$ cat src/pidsc_pkg.sv
// Shared widths, codes and state encoding for the clamped PID step core.
// No dependencies; imported by pid_step_clamped_with_angle_wrap_core.

package pidsc_pkg;

   // stream payload
   localparam int IN_W       = 16;
   localparam int RATE_W     = 8;
   localparam int REQ_DATA_W = 40;   // 2*IN_W + RATE_W, already whole bytes
   localparam int OUT_W      = 16;
   localparam int STAT_W     = 2;
   localparam int RSP_DATA_W = 24;
   localparam int RSP_PAD_W  = RSP_DATA_W - OUT_W - STAT_W;

   // register file
   localparam int CSR_ADDR_W = 3;
   localparam int CSR_DATA_W = 16;
   localparam int GAIN_W     = 16;
   localparam int REV_W      = 12;

   // arithmetic widths
   localparam int ERR_W     = 18;            // wrapped error
   localparam int DIFF_W    = ERR_W + 1;     // error minus previous error
   localparam int PROD_W    = ERR_W + GAIN_W; // kp*err and ki*err
   localparam int KDD_W     = DIFF_W + GAIN_W; // kd*diff
   localparam int D_W       = KDD_W + RATE_W; // kd*diff*rate
   localparam int INC_MAG_W = PROD_W - 1;    // |ki*err / rate|
   localparam int INC_W     = PROD_W;
   localparam int INTEG_W   = 48;
   localparam int NI_W      = INTEG_W + 1;
   localparam int PD_W      = D_W + 1;
   localparam int SUM_W     = INTEG_W + 2;
   localparam int MAG_W     = SUM_W - 1;
   localparam int Q_MAG_W   = OUT_W + 1;     // quotient magnitude kept for the clamp
   localparam int Q_W       = Q_MAG_W + 1;
   localparam int DIV_HI_W  = MAG_W - Q_MAG_W;

   // sequencer step counts
   localparam int MUL_STEPS  = GAIN_W;
   localparam int DIV1_STEPS = INC_MAG_W;
   localparam int DIV2_STEPS = Q_MAG_W;
   localparam int STEP_W     = $clog2(DIV1_STEPS + 1);

   localparam logic signed [INTEG_W-1:0] INTEG_MAX = {1'b0, {(INTEG_W-1){1'b1}}};
   localparam logic signed [INTEG_W-1:0] INTEG_MIN = {1'b1, {(INTEG_W-1){1'b0}}};

   typedef enum logic [CSR_ADDR_W-1:0] {
      CSR_GAIN_P   = 3'd0,
      CSR_GAIN_I   = 3'd1,
      CSR_GAIN_D   = 3'd2,
      CSR_DIVISOR  = 3'd3,
      CSR_OUT_MAX  = 3'd4,
      CSR_OUT_MIN  = 3'd5,
      CSR_REV_SIZE = 3'd6,
      CSR_WRAP_EN  = 3'd7
   } csr_index_type;

   typedef enum logic [STAT_W-1:0] {
      CLAMP_NONE = 2'd0,
      CLAMP_HIGH = 2'd1,
      CLAMP_LOW  = 2'd2
   } clamp_status_type;

   typedef enum logic [3:0] {
      ST_IDLE,
      ST_ERR,
      ST_LOAD,
      ST_MUL,
      ST_PREP1,
      ST_DIV1,
      ST_FIX1,
      ST_ADD1,
      ST_ADD2,
      ST_ABS2,
      ST_PREP2,
      ST_DIV2,
      ST_FIX2,
      ST_CLAMP
   } state_type;

endpackage

$ cat src/pid_step_clamped_with_angle_wrap_core.sv
// Clamped PID step with optional circular error wrap, bit-serial datapath.
// Depends on pidsc_pkg.

// One request yields one response. The core raises req_tready only in the idle
// state, once the previous result has been loaded into the rsp register, so it
// works on one request at a time. The second divide is skipped when the output
// quotient magnitude does not fit in 17 bits. The work is done by bit-serial
// units: a 16-step shift-add multiply of the three gains, a
// 33-step restoring divide of ki*error by the rate factor (the derivative's rate
// multiply runs alongside it), and a 17-step divide by output_divisor. A finished
// result sits in the rsp register; the core takes the next request while it waits,
// and stalls only when a second result is ready before the first has been taken.
// Registers may be written only while the core is idle. Divisor and rate values
// of zero act as one. The integral absorbs the new increment only on unclamped
// steps and saturates at 48 bits.
module pid_step_clamped_with_angle_wrap_core
   import pidsc_pkg::*;
(
   input  logic                  clock,
   input  logic                  reset,
   // target_value[15:0], measured_value[31:16], rate_factor[39:32]
   input  logic [REQ_DATA_W-1:0] req_tdata,
   input  logic                  req_tvalid,
   output logic                  req_tready,
   // control_out[15:0], clamp_status[17:16], zero above
   output logic [RSP_DATA_W-1:0] rsp_tdata,
   output logic                  rsp_tvalid,
   input  logic                  rsp_tready,
   input  logic                  csr_we,
   input  logic [CSR_ADDR_W-1:0] csr_addr,
   input  logic [CSR_DATA_W-1:0] csr_wdata
);

   // configuration
   logic        [GAIN_W-1:0] kp_ff, kp_in, ki_ff, ki_in, kd_ff, kd_in, div_ff, div_in;
   logic signed [OUT_W-1:0]  max_ff, max_in, min_ff, min_in;
   logic        [REV_W-1:0]  rev_ff, rev_in;
   logic                     wrap_ff, wrap_in;

   // control
   state_type               state_ff, state_in;
   logic [STEP_W-1:0]       cnt_ff, cnt_in;
   logic                    rsp_valid_ff, rsp_valid_in;
   logic                    rsp_load;
   logic                    step_last;
   logic                    q_sat;

   // loop state
   logic signed [INTEG_W-1:0] integ_ff, integ_in;
   logic signed [ERR_W-1:0]   prev_ff, prev_in;

   // item datapath
   logic signed [IN_W-1:0]    tgt_ff, tgt_in, meas_ff, meas_in;
   logic        [RATE_W-1:0]  rate_ff, rate_in, rate_sh_ff, rate_sh_in;
   logic signed [ERR_W-1:0]   err_ff, err_in;
   logic        [GAIN_W-1:0]  kp_sh_ff, kp_sh_in, ki_sh_ff, ki_sh_in, kd_sh_ff, kd_sh_in;
   logic signed [PROD_W-1:0]  err_sh_ff, err_sh_in, p_ff, p_in, kie_ff, kie_in;
   logic signed [KDD_W-1:0]   diff_sh_ff, diff_sh_in, kdd_ff, kdd_in;
   logic signed [D_W-1:0]     dmc_ff, dmc_in, d_ff, d_in;
   logic        [INC_MAG_W-1:0] dq1_ff, dq1_in;
   logic        [RATE_W-1:0]  rem1_ff, rem1_in;
   logic                      neg1_ff, neg1_in, neg2_ff, neg2_in;
   logic signed [INC_W-1:0]   inc_ff, inc_in;
   logic signed [NI_W-1:0]    ni_ff, ni_in;
   logic signed [PD_W-1:0]    pd_ff, pd_in;
   logic signed [SUM_W-1:0]   sum_ff, sum_in;
   logic        [MAG_W-1:0]   mag_ff, mag_in;
   logic        [Q_MAG_W-1:0] dq2_ff, dq2_in;
   logic        [GAIN_W-1:0]  rem2_ff, rem2_in;
   logic signed [Q_W-1:0]     q_ff, q_in;

   // output register
   logic signed [OUT_W-1:0]   out_ff, out_in;
   clamp_status_type          stat_ff, stat_in;

   // combinational helpers
   logic        [GAIN_W-1:0]  div_eff;
   logic signed [ERR_W-1:0]   raw_err, half_s, rev_s, low_lim;
   logic signed [DIFF_W-1:0]  diff_val;
   logic signed [PROD_W-1:0]  kie_abs;
   logic signed [SUM_W-1:0]   sum_abs;
   logic        [RATE_W:0]    r1, r1_sub;
   logic        [GAIN_W:0]    r2, r2_sub;
   logic signed [Q_W-1:0]     max_x, min_x;

   assign div_eff   = (div_ff == '0) ? GAIN_W'(1) : div_ff;
   assign step_last = (cnt_ff == '0);
   assign q_sat     = (mag_ff[MAG_W-1:Q_MAG_W] >= DIV_HI_W'(div_eff));

   // --- next state ---
   always_comb begin
      state_in = state_ff;
      unique case (state_ff)
         ST_IDLE:  if (req_tvalid) state_in = ST_ERR;
         ST_ERR:   state_in = ST_LOAD;
         ST_LOAD:  state_in = ST_MUL;
         ST_MUL:   if (step_last) state_in = ST_PREP1;
         ST_PREP1: state_in = ST_DIV1;
         ST_DIV1:  if (step_last) state_in = ST_FIX1;
         ST_FIX1:  state_in = ST_ADD1;
         ST_ADD1:  state_in = ST_ADD2;
         ST_ADD2:  state_in = ST_ABS2;
         ST_ABS2:  state_in = ST_PREP2;
         ST_PREP2: state_in = q_sat ? ST_FIX2 : ST_DIV2;
         ST_DIV2:  if (step_last) state_in = ST_FIX2;
         ST_FIX2:  state_in = ST_CLAMP;
         ST_CLAMP: if (rsp_load) state_in = ST_IDLE;
         default:  state_in = ST_IDLE;
      endcase
   end

   // --- state outputs ---
   always_comb begin
      req_tready = (state_ff == ST_IDLE);
      rsp_load   = (state_ff == ST_CLAMP) && (!rsp_valid_ff || rsp_tready);
   end

   // --- datapath ---
   always_comb begin
      kp_in = kp_ff;  ki_in = ki_ff;  kd_in = kd_ff;  div_in = div_ff;
      max_in = max_ff; min_in = min_ff; rev_in = rev_ff; wrap_in = wrap_ff;

      cnt_in = cnt_ff;
      integ_in = integ_ff;  prev_in = prev_ff;
      tgt_in = tgt_ff;  meas_in = meas_ff;  rate_in = rate_ff;  rate_sh_in = rate_sh_ff;
      err_in = err_ff;
      kp_sh_in = kp_sh_ff;  ki_sh_in = ki_sh_ff;  kd_sh_in = kd_sh_ff;
      err_sh_in = err_sh_ff;  p_in = p_ff;  kie_in = kie_ff;
      diff_sh_in = diff_sh_ff;  kdd_in = kdd_ff;
      dmc_in = dmc_ff;  d_in = d_ff;
      dq1_in = dq1_ff;  rem1_in = rem1_ff;  neg1_in = neg1_ff;  neg2_in = neg2_ff;
      inc_in = inc_ff;  ni_in = ni_ff;  pd_in = pd_ff;  sum_in = sum_ff;  mag_in = mag_ff;
      dq2_in = dq2_ff;  rem2_in = rem2_ff;  q_in = q_ff;
      out_in = out_ff;  stat_in = stat_ff;

      raw_err  = ERR_W'(tgt_ff) - ERR_W'(meas_ff);
      half_s   = $signed(ERR_W'(rev_ff >> 1));
      rev_s    = $signed(ERR_W'(rev_ff));
      low_lim  = $signed(ERR_W'(1)) - half_s;
      diff_val = DIFF_W'(err_ff) - DIFF_W'(prev_ff);
      kie_abs  = kie_ff[PROD_W-1] ? -kie_ff : kie_ff;
      sum_abs  = sum_ff[SUM_W-1] ? -sum_ff : sum_ff;
      r1       = {rem1_ff, dq1_ff[INC_MAG_W-1]};
      r1_sub   = r1 - {1'b0, rate_ff};
      r2       = {rem2_ff, dq2_ff[Q_MAG_W-1]};
      r2_sub   = r2 - {1'b0, div_eff};
      max_x    = Q_W'(max_ff);
      min_x    = Q_W'(min_ff);

      rsp_valid_in = rsp_valid_ff;
      if (rsp_tready) rsp_valid_in = 1'b0;

      if (csr_we) begin
         unique case (csr_index_type'(csr_addr))
            CSR_GAIN_P:   kp_in   = csr_wdata;
            CSR_GAIN_I:   ki_in   = csr_wdata;
            CSR_GAIN_D:   kd_in   = csr_wdata;
            CSR_DIVISOR:  div_in  = csr_wdata;
            CSR_OUT_MAX:  max_in  = $signed(csr_wdata);
            CSR_OUT_MIN:  min_in  = $signed(csr_wdata);
            CSR_REV_SIZE: rev_in  = csr_wdata[REV_W-1:0];
            CSR_WRAP_EN:  wrap_in = csr_wdata[0];
         endcase
      end

      unique case (state_ff)
         ST_IDLE: begin
            if (req_tvalid) begin
               tgt_in  = $signed(req_tdata[IN_W-1:0]);
               meas_in = $signed(req_tdata[2*IN_W-1:IN_W]);
               rate_in = (req_tdata[REQ_DATA_W-1:2*IN_W] == '0) ? RATE_W'(1)
                                                                : req_tdata[REQ_DATA_W-1:2*IN_W];
            end
         end
         ST_ERR: begin
            // single wrap correction
            if (wrap_ff && (raw_err > half_s))
               err_in = raw_err - rev_s;
            else if (wrap_ff && (raw_err < low_lim))
               err_in = raw_err + rev_s;
            else
               err_in = raw_err;
         end
         ST_LOAD: begin
            prev_in    = err_ff;
            err_sh_in  = PROD_W'(err_ff);
            diff_sh_in = KDD_W'(diff_val);
            kp_sh_in   = kp_ff;
            ki_sh_in   = ki_ff;
            kd_sh_in   = kd_ff;
            p_in       = '0;
            kie_in     = '0;
            kdd_in     = '0;
            cnt_in     = STEP_W'(MUL_STEPS - 1);
         end
         ST_MUL: begin
            // one gain bit per cycle, LSB first
            if (kp_sh_ff[0]) p_in   = p_ff + err_sh_ff;
            if (ki_sh_ff[0]) kie_in = kie_ff + err_sh_ff;
            if (kd_sh_ff[0]) kdd_in = kdd_ff + diff_sh_ff;
            kp_sh_in   = kp_sh_ff >> 1;
            ki_sh_in   = ki_sh_ff >> 1;
            kd_sh_in   = kd_sh_ff >> 1;
            err_sh_in  = err_sh_ff <<< 1;
            diff_sh_in = diff_sh_ff <<< 1;
            cnt_in     = cnt_ff - STEP_W'(1);
         end
         ST_PREP1: begin
            neg1_in    = kie_ff[PROD_W-1];
            dq1_in     = kie_abs[INC_MAG_W-1:0];
            rem1_in    = '0;
            rate_sh_in = rate_ff;
            dmc_in     = D_W'(kdd_ff);
            d_in       = '0;
            cnt_in     = STEP_W'(DIV1_STEPS - 1);
         end
         ST_DIV1: begin
            // restoring divide of |ki*err| by rate; derivative rate multiply alongside
            if (!r1_sub[RATE_W]) begin
               rem1_in = r1_sub[RATE_W-1:0];
               dq1_in  = {dq1_ff[INC_MAG_W-2:0], 1'b1};
            end else begin
               rem1_in = r1[RATE_W-1:0];
               dq1_in  = {dq1_ff[INC_MAG_W-2:0], 1'b0};
            end
            if (rate_sh_ff[0]) d_in = d_ff + dmc_ff;
            rate_sh_in = rate_sh_ff >> 1;
            dmc_in     = dmc_ff <<< 1;
            cnt_in     = cnt_ff - STEP_W'(1);
         end
         ST_FIX1: begin
            inc_in = neg1_ff ? -$signed({1'b0, dq1_ff}) : $signed({1'b0, dq1_ff});
         end
         ST_ADD1: begin
            ni_in = NI_W'(integ_ff) + NI_W'(inc_ff);
            pd_in = PD_W'(p_ff) + PD_W'(d_ff);
         end
         ST_ADD2: begin
            sum_in = SUM_W'(ni_ff) + SUM_W'(pd_ff);
         end
         ST_ABS2: begin
            neg2_in = sum_ff[SUM_W-1];
            mag_in  = sum_abs[MAG_W-1:0];
         end
         ST_PREP2: begin
            // quotient beyond 17 bits clamps either way; saturate and skip the divide
            if (q_sat) begin
               dq2_in = '1;
            end else begin
               rem2_in = mag_ff[Q_MAG_W+GAIN_W-1:Q_MAG_W];
               dq2_in  = mag_ff[Q_MAG_W-1:0];
               cnt_in  = STEP_W'(DIV2_STEPS - 1);
            end
         end
         ST_DIV2: begin
            if (!r2_sub[GAIN_W]) begin
               rem2_in = r2_sub[GAIN_W-1:0];
               dq2_in  = {dq2_ff[Q_MAG_W-2:0], 1'b1};
            end else begin
               rem2_in = r2[GAIN_W-1:0];
               dq2_in  = {dq2_ff[Q_MAG_W-2:0], 1'b0};
            end
            cnt_in = cnt_ff - STEP_W'(1);
         end
         ST_FIX2: begin
            q_in = neg2_ff ? -$signed({1'b0, dq2_ff}) : $signed({1'b0, dq2_ff});
         end
         ST_CLAMP: begin
            if (rsp_load) begin
               rsp_valid_in = 1'b1;
               // high limit tested first, also with inverted limits
               if (q_ff > max_x) begin
                  out_in  = max_ff;
                  stat_in = CLAMP_HIGH;
               end else if (q_ff < min_x) begin
                  out_in  = min_ff;
                  stat_in = CLAMP_LOW;
               end else begin
                  out_in  = q_ff[OUT_W-1:0];
                  stat_in = CLAMP_NONE;
                  if (ni_ff[NI_W-1] != ni_ff[INTEG_W-1])
                     integ_in = ni_ff[NI_W-1] ? INTEG_MIN : INTEG_MAX;
                  else
                     integ_in = ni_ff[INTEG_W-1:0];
               end
            end
         end
         default: ;
      endcase
   end

   always_ff @(posedge clock) begin
      if (reset) begin
         state_ff     <= ST_IDLE;
         rsp_valid_ff <= 1'b0;
         cnt_ff       <= '0;
         kp_ff        <= GAIN_W'(1);
         ki_ff        <= '0;
         kd_ff        <= '0;
         div_ff       <= GAIN_W'(1);
         max_ff       <= OUT_W'(98);
         min_ff       <= OUT_W'(2);
         rev_ff       <= REV_W'(360);
         wrap_ff      <= 1'b0;
         integ_ff     <= '0;
         prev_ff      <= '0;
      end else begin
         state_ff     <= state_in;
         rsp_valid_ff <= rsp_valid_in;
         cnt_ff       <= cnt_in;
         kp_ff        <= kp_in;
         ki_ff        <= ki_in;
         kd_ff        <= kd_in;
         div_ff       <= div_in;
         max_ff       <= max_in;
         min_ff       <= min_in;
         rev_ff       <= rev_in;
         wrap_ff      <= wrap_in;
         integ_ff     <= integ_in;
         prev_ff      <= prev_in;
      end
   end

   always_ff @(posedge clock) begin
      tgt_ff     <= tgt_in;
      meas_ff    <= meas_in;
      rate_ff    <= rate_in;
      rate_sh_ff <= rate_sh_in;
      err_ff     <= err_in;
      kp_sh_ff   <= kp_sh_in;
      ki_sh_ff   <= ki_sh_in;
      kd_sh_ff   <= kd_sh_in;
      err_sh_ff  <= err_sh_in;
      p_ff       <= p_in;
      kie_ff     <= kie_in;
      diff_sh_ff <= diff_sh_in;
      kdd_ff     <= kdd_in;
      dmc_ff     <= dmc_in;
      d_ff       <= d_in;
      dq1_ff     <= dq1_in;
      rem1_ff    <= rem1_in;
      neg1_ff    <= neg1_in;
      neg2_ff    <= neg2_in;
      inc_ff     <= inc_in;
      ni_ff      <= ni_in;
      pd_ff      <= pd_in;
      sum_ff     <= sum_in;
      mag_ff     <= mag_in;
      dq2_ff     <= dq2_in;
      rem2_ff    <= rem2_in;
      q_ff       <= q_in;
      out_ff     <= out_in;
      stat_ff    <= stat_in;
   end

   assign rsp_tvalid = rsp_valid_ff;
   assign rsp_tdata  = {{RSP_PAD_W{1'b0}}, stat_ff, out_ff};

endmodule

$ cat config.mk
export PLATFORM = sky130hd
export DESIGN_NAME = pid_step_clamped_with_angle_wrap_core
export DESIGN_NICKNAME = d
export VERILOG_FILES = /design/src/pidsc_pkg.sv /design/src/pid_step_clamped_with_angle_wrap_core.sv
export SDC_FILE = /design/constraint.sdc
export NUM_CORES = 2
export LEC_CHECK = 0
export ABC_CLOCK_PERIOD_IN_PS = 7300
export BUFFER_PORTS_ARGS = -buffer_cell sky130_fd_sc_hd__buf_2
export CORE_MARGIN = 5
export CORE_UTILIZATION = 58
export DETAILED_ROUTE_END_ITERATION = 7
export GPL_ROUTABILITY_DRIVEN = 0
export PLACE_DENSITY = 0.77
export SLEW_MARGIN = 25
export SYNTH_ARGS = -nofsm -noshare
export SYNTH_HDL_FRONTEND = slang
export SYNTH_SLANG_ARGS = --single-unit
$ cat constraint.sdc
create_clock -name clock -period 7.3 [get_ports clock]
set_input_delay 0.365 -clock clock [delete_from_list [all_inputs] [get_ports clock]]
set_output_delay 0.365 -clock clock [all_outputs]
set_load 0.1 [all_outputs]
==> run metrics <==
Critical Path AT=5.96 ns; area delta synth->final=9.56%; Post-DRT Antenna Nets=0; initial antenna violation count=1; H-Tree Level Count=3; # rows=112; most common cell in the netlist=nand2_1; status=completed; final hold vios=0; clk sinks=896; hold path startpoint=csr_wdata[14]; First DRT Iteration DRCs=3,183; WS Path Type=register to register; CP startpoint=tgt_ff[0]; Post-Layout Cell Count=7,114; crit-path max FO=19; Detail Placement HPWL=90,500 µm; Post-DP Area=0.0565 mm²; die height=318 µm; EDFF count, synth=710; final global-route overflow total=0; final instance area=0.0601 mm²; fill count=7,433; DP Cell Count=6,885; Chip Width=318 µm; Hold Path Cell Cnt=3; Worst setup SP type=register; mux cell area share after synthesis=0.586%; Worst R2R Start=tgt_ff[0]; number of library cell types mapped by synthesis=102; first-pass GRT wire length=205,000 µm; Synth area leader=edfxtp_1; ANT cells=0; Max Cap Viol=0; count of state elements after synthesis=896; synth cell count leaders=nand2_1 (856), edfxtp_1 (710), a21oi_1 (519), nor2_1 (475), ha_1 (449); endpoints failing setup=0; worst path required time=7.71 ns; die area=0.101 mm²; Async S/R FF share, synth=0%; Ports=90; via count=42,300; Setup Skew=0.0474 ns; hold path endpoint=min_ff[14]; Initial Utilization=58.6%; largest net degree at the start of global routing=85; later-pin clock latency in the skew report=0.70 ns; Peak VDD IR=184 µV; PwrDens=205 mW/mm²; Setup Slack @ Placement=1.80 ns; IO Port Bufs=83; Leakage=23.6 nW; largest family of logic cells by synthesized area=compound AO/OA/AOI/OAI gates; Simple-Gate Fraction of Synth Area=15.9%; RSZ-0062 raised after global routing=no; R2R Setup Slk=1.75 ns; worst r2r dst=err_ff[17]; Hold Path Class=input port to register; reg2reg path depth=20; clk slew on worst S/H paths=0.06 ns; post-layout min period=5.55 ns; crit path capture type=register; Slew Viols, Final=0; Core Area=0.0936 mm²; XOR/XNOR Fraction of Synth Area=6.36%; top post-synthesis cells by area=edfxtp_1 (39%), ha_1 (10%), dfxtp_1 (6.8%); overall power=12.3 mW; Pre-antenna DRT Iters=6; vias in the first global route=40,900; Peak Freq=180 MHz; relative slew slack=24.2%; routed length per instance=17.6 µm; Compound-Gate Fraction of Synth Area=17.6%; Final TNS setup=0 ns; Synth Flop Type=edfxtp_1; CTS Root Cell=clkbuf_16; final WL=125,000 µm; Yosys top cell area share=38.8%; NumNets Final=6,303; synth warn=0; GRT Util Overall=24.0%; Seq/Total Area, Yosys=45.6%; final worst slack=1.75 ns; fin crit share=76.0%; maximum clock path buffer count=3; DRC=0; Cell Area, Synth=0.0549 mm²; syn_area_per_cell=9.61 µm²; DR vias/cell=5.95; cts bufs inserted=96; Mapped Cells=5,713; Post-Synth Adder-Cell Area=10.7%; Worst-Margin Slew=1.11 ns; layout cells sized above 1=5.77%; # Post-CTS Setup Buffers=0; CTS tree=yes
-- power breakdown --
group / internal [mW] / switching (mW)
Combinational: 0.649 / 1.02
Clock: 2.82 / 2.07
Sequential: 5.68 / 0.111
-- registers in the layout, indices dropped and copies added, names as in the netlist, 35 cells and up --
signal      flops
sum_ff         50
dmc_ff         43
mag_ff         49
diff_sh_ff     35
kdd_ff         35
d_ff           43
pd_ff          44
integ_ff       48
ni_ff          49
-- what timing repair did --
action / CTS / global route
gates resized for setup: 0 / 0
hold buffers: 46 / 0
hold endpoints to repair: 59 / 0
-- layout make-up --
type / instances / area [µm²] / area share, %
Sequential cell: 896 / 25000 / 41.6
Tap cell: 1254 / 1570 / 2.61
Multi-Input combinational cell: 4364 / 28200 / 46.9
Timing Repair Buffer: 170 / 1220 / 2.02
Inverter: 249 / 937 / 1.56
Clock inverter: 43 / 474 / 0.788
Clock buffer: 138 / 2670 / 4.44
-- kinds of logic (layout without fill, tap and decap cells) --
logic type,count (synthesis),in the layout
AND/OR/NAND/NOR,1948,1948
AO/OA/AOI/OAI,1516,1516
flip-flops,896,896
adder cells (fa/ha/maj),464,464
buffers and inverters,458,600
XOR/XNOR,398,398
multiplexers,32,32
other,1,6
-- layer usage --
metal  up-vias  global-route usage [%]  routed length [µm]  part of all wire (%)
met5         -                       0                  13                 0.010
met4         2                    7.99                3770                   3.0
met3       235                    3.56                7850                   6.3
met2      1253                    40.8               59000                    47
met1     20000                    31.8               54700                    44
li1      20800                       -                   -                     -
-- cell usage in the layout, fill, tap and decap left out, types with 46 or more instances in the layout --
cell type        n
a211oi_1        95
a21o_1         177
a21oi_1        518
buf_2           82
clkbuf_16       98
dfxtp_1        186
dlygate4sd3_1   46
edfxtp_1       710
ha_1           449
inv_1          247
nand2_1        855
nand2b_1        73
nand3_1         94
nor2_1         466
nor2b_1         79
nor3_1          95
o21a_1          74
o21ai_0        286
o21bai_1        49
o31ai_1         50
or3_1           56
xnor2_1        256
xor2_1         141
-- through the flow --
| stage | util, % | hold WS (ns) |
|---|---|---|
| 3_3_place_gp | 60.3 | 0.437 |
| 2_1_floorplan | - | 0.432 |
| 3_5_place_dp | 60.4 | 0.442 |
| 5_1_grt | 64.3 | 0.0356 |
| 4_1_cts | 64.2 | 0.00225 |
| 6_report | 64.3 | 0.0396 |
-- critical path: stages, from the launching register on --
cell and delay (ns):
edfxtp_1 0.36, inv_1 0.06, ha_1 0.21, fa_1 0.24, nor2b_1 0.07, o31a_1 0.28
o311a_4 0.34, o2111a_1 0.28, or3_1 0.40, and3_4 0.20, o31a_1 0.37, inv_1 0.09
ha_1 0.14, nand2_1 0.05, a2111oi_0 0.42, o21ai_0 0.17, nand2_1 0.11, a21boi_2 0.76
and2_1 0.41, and3_1 0.21, o32ai_1 0.08
-- how the worst max path moves through the flow --
stage / endpoint / slack, ns
floorplan: kdd_ff[0] / 1.99
global route: err_ff[16] / 1.48
finish: err_ff[17] / 1.75
global placement: err_ff[17] / 1.99
CTS: err_ff[17] / 1.76
detailed placement: err_ff[17] / 1.80
(Power assumes the default switching activity.)
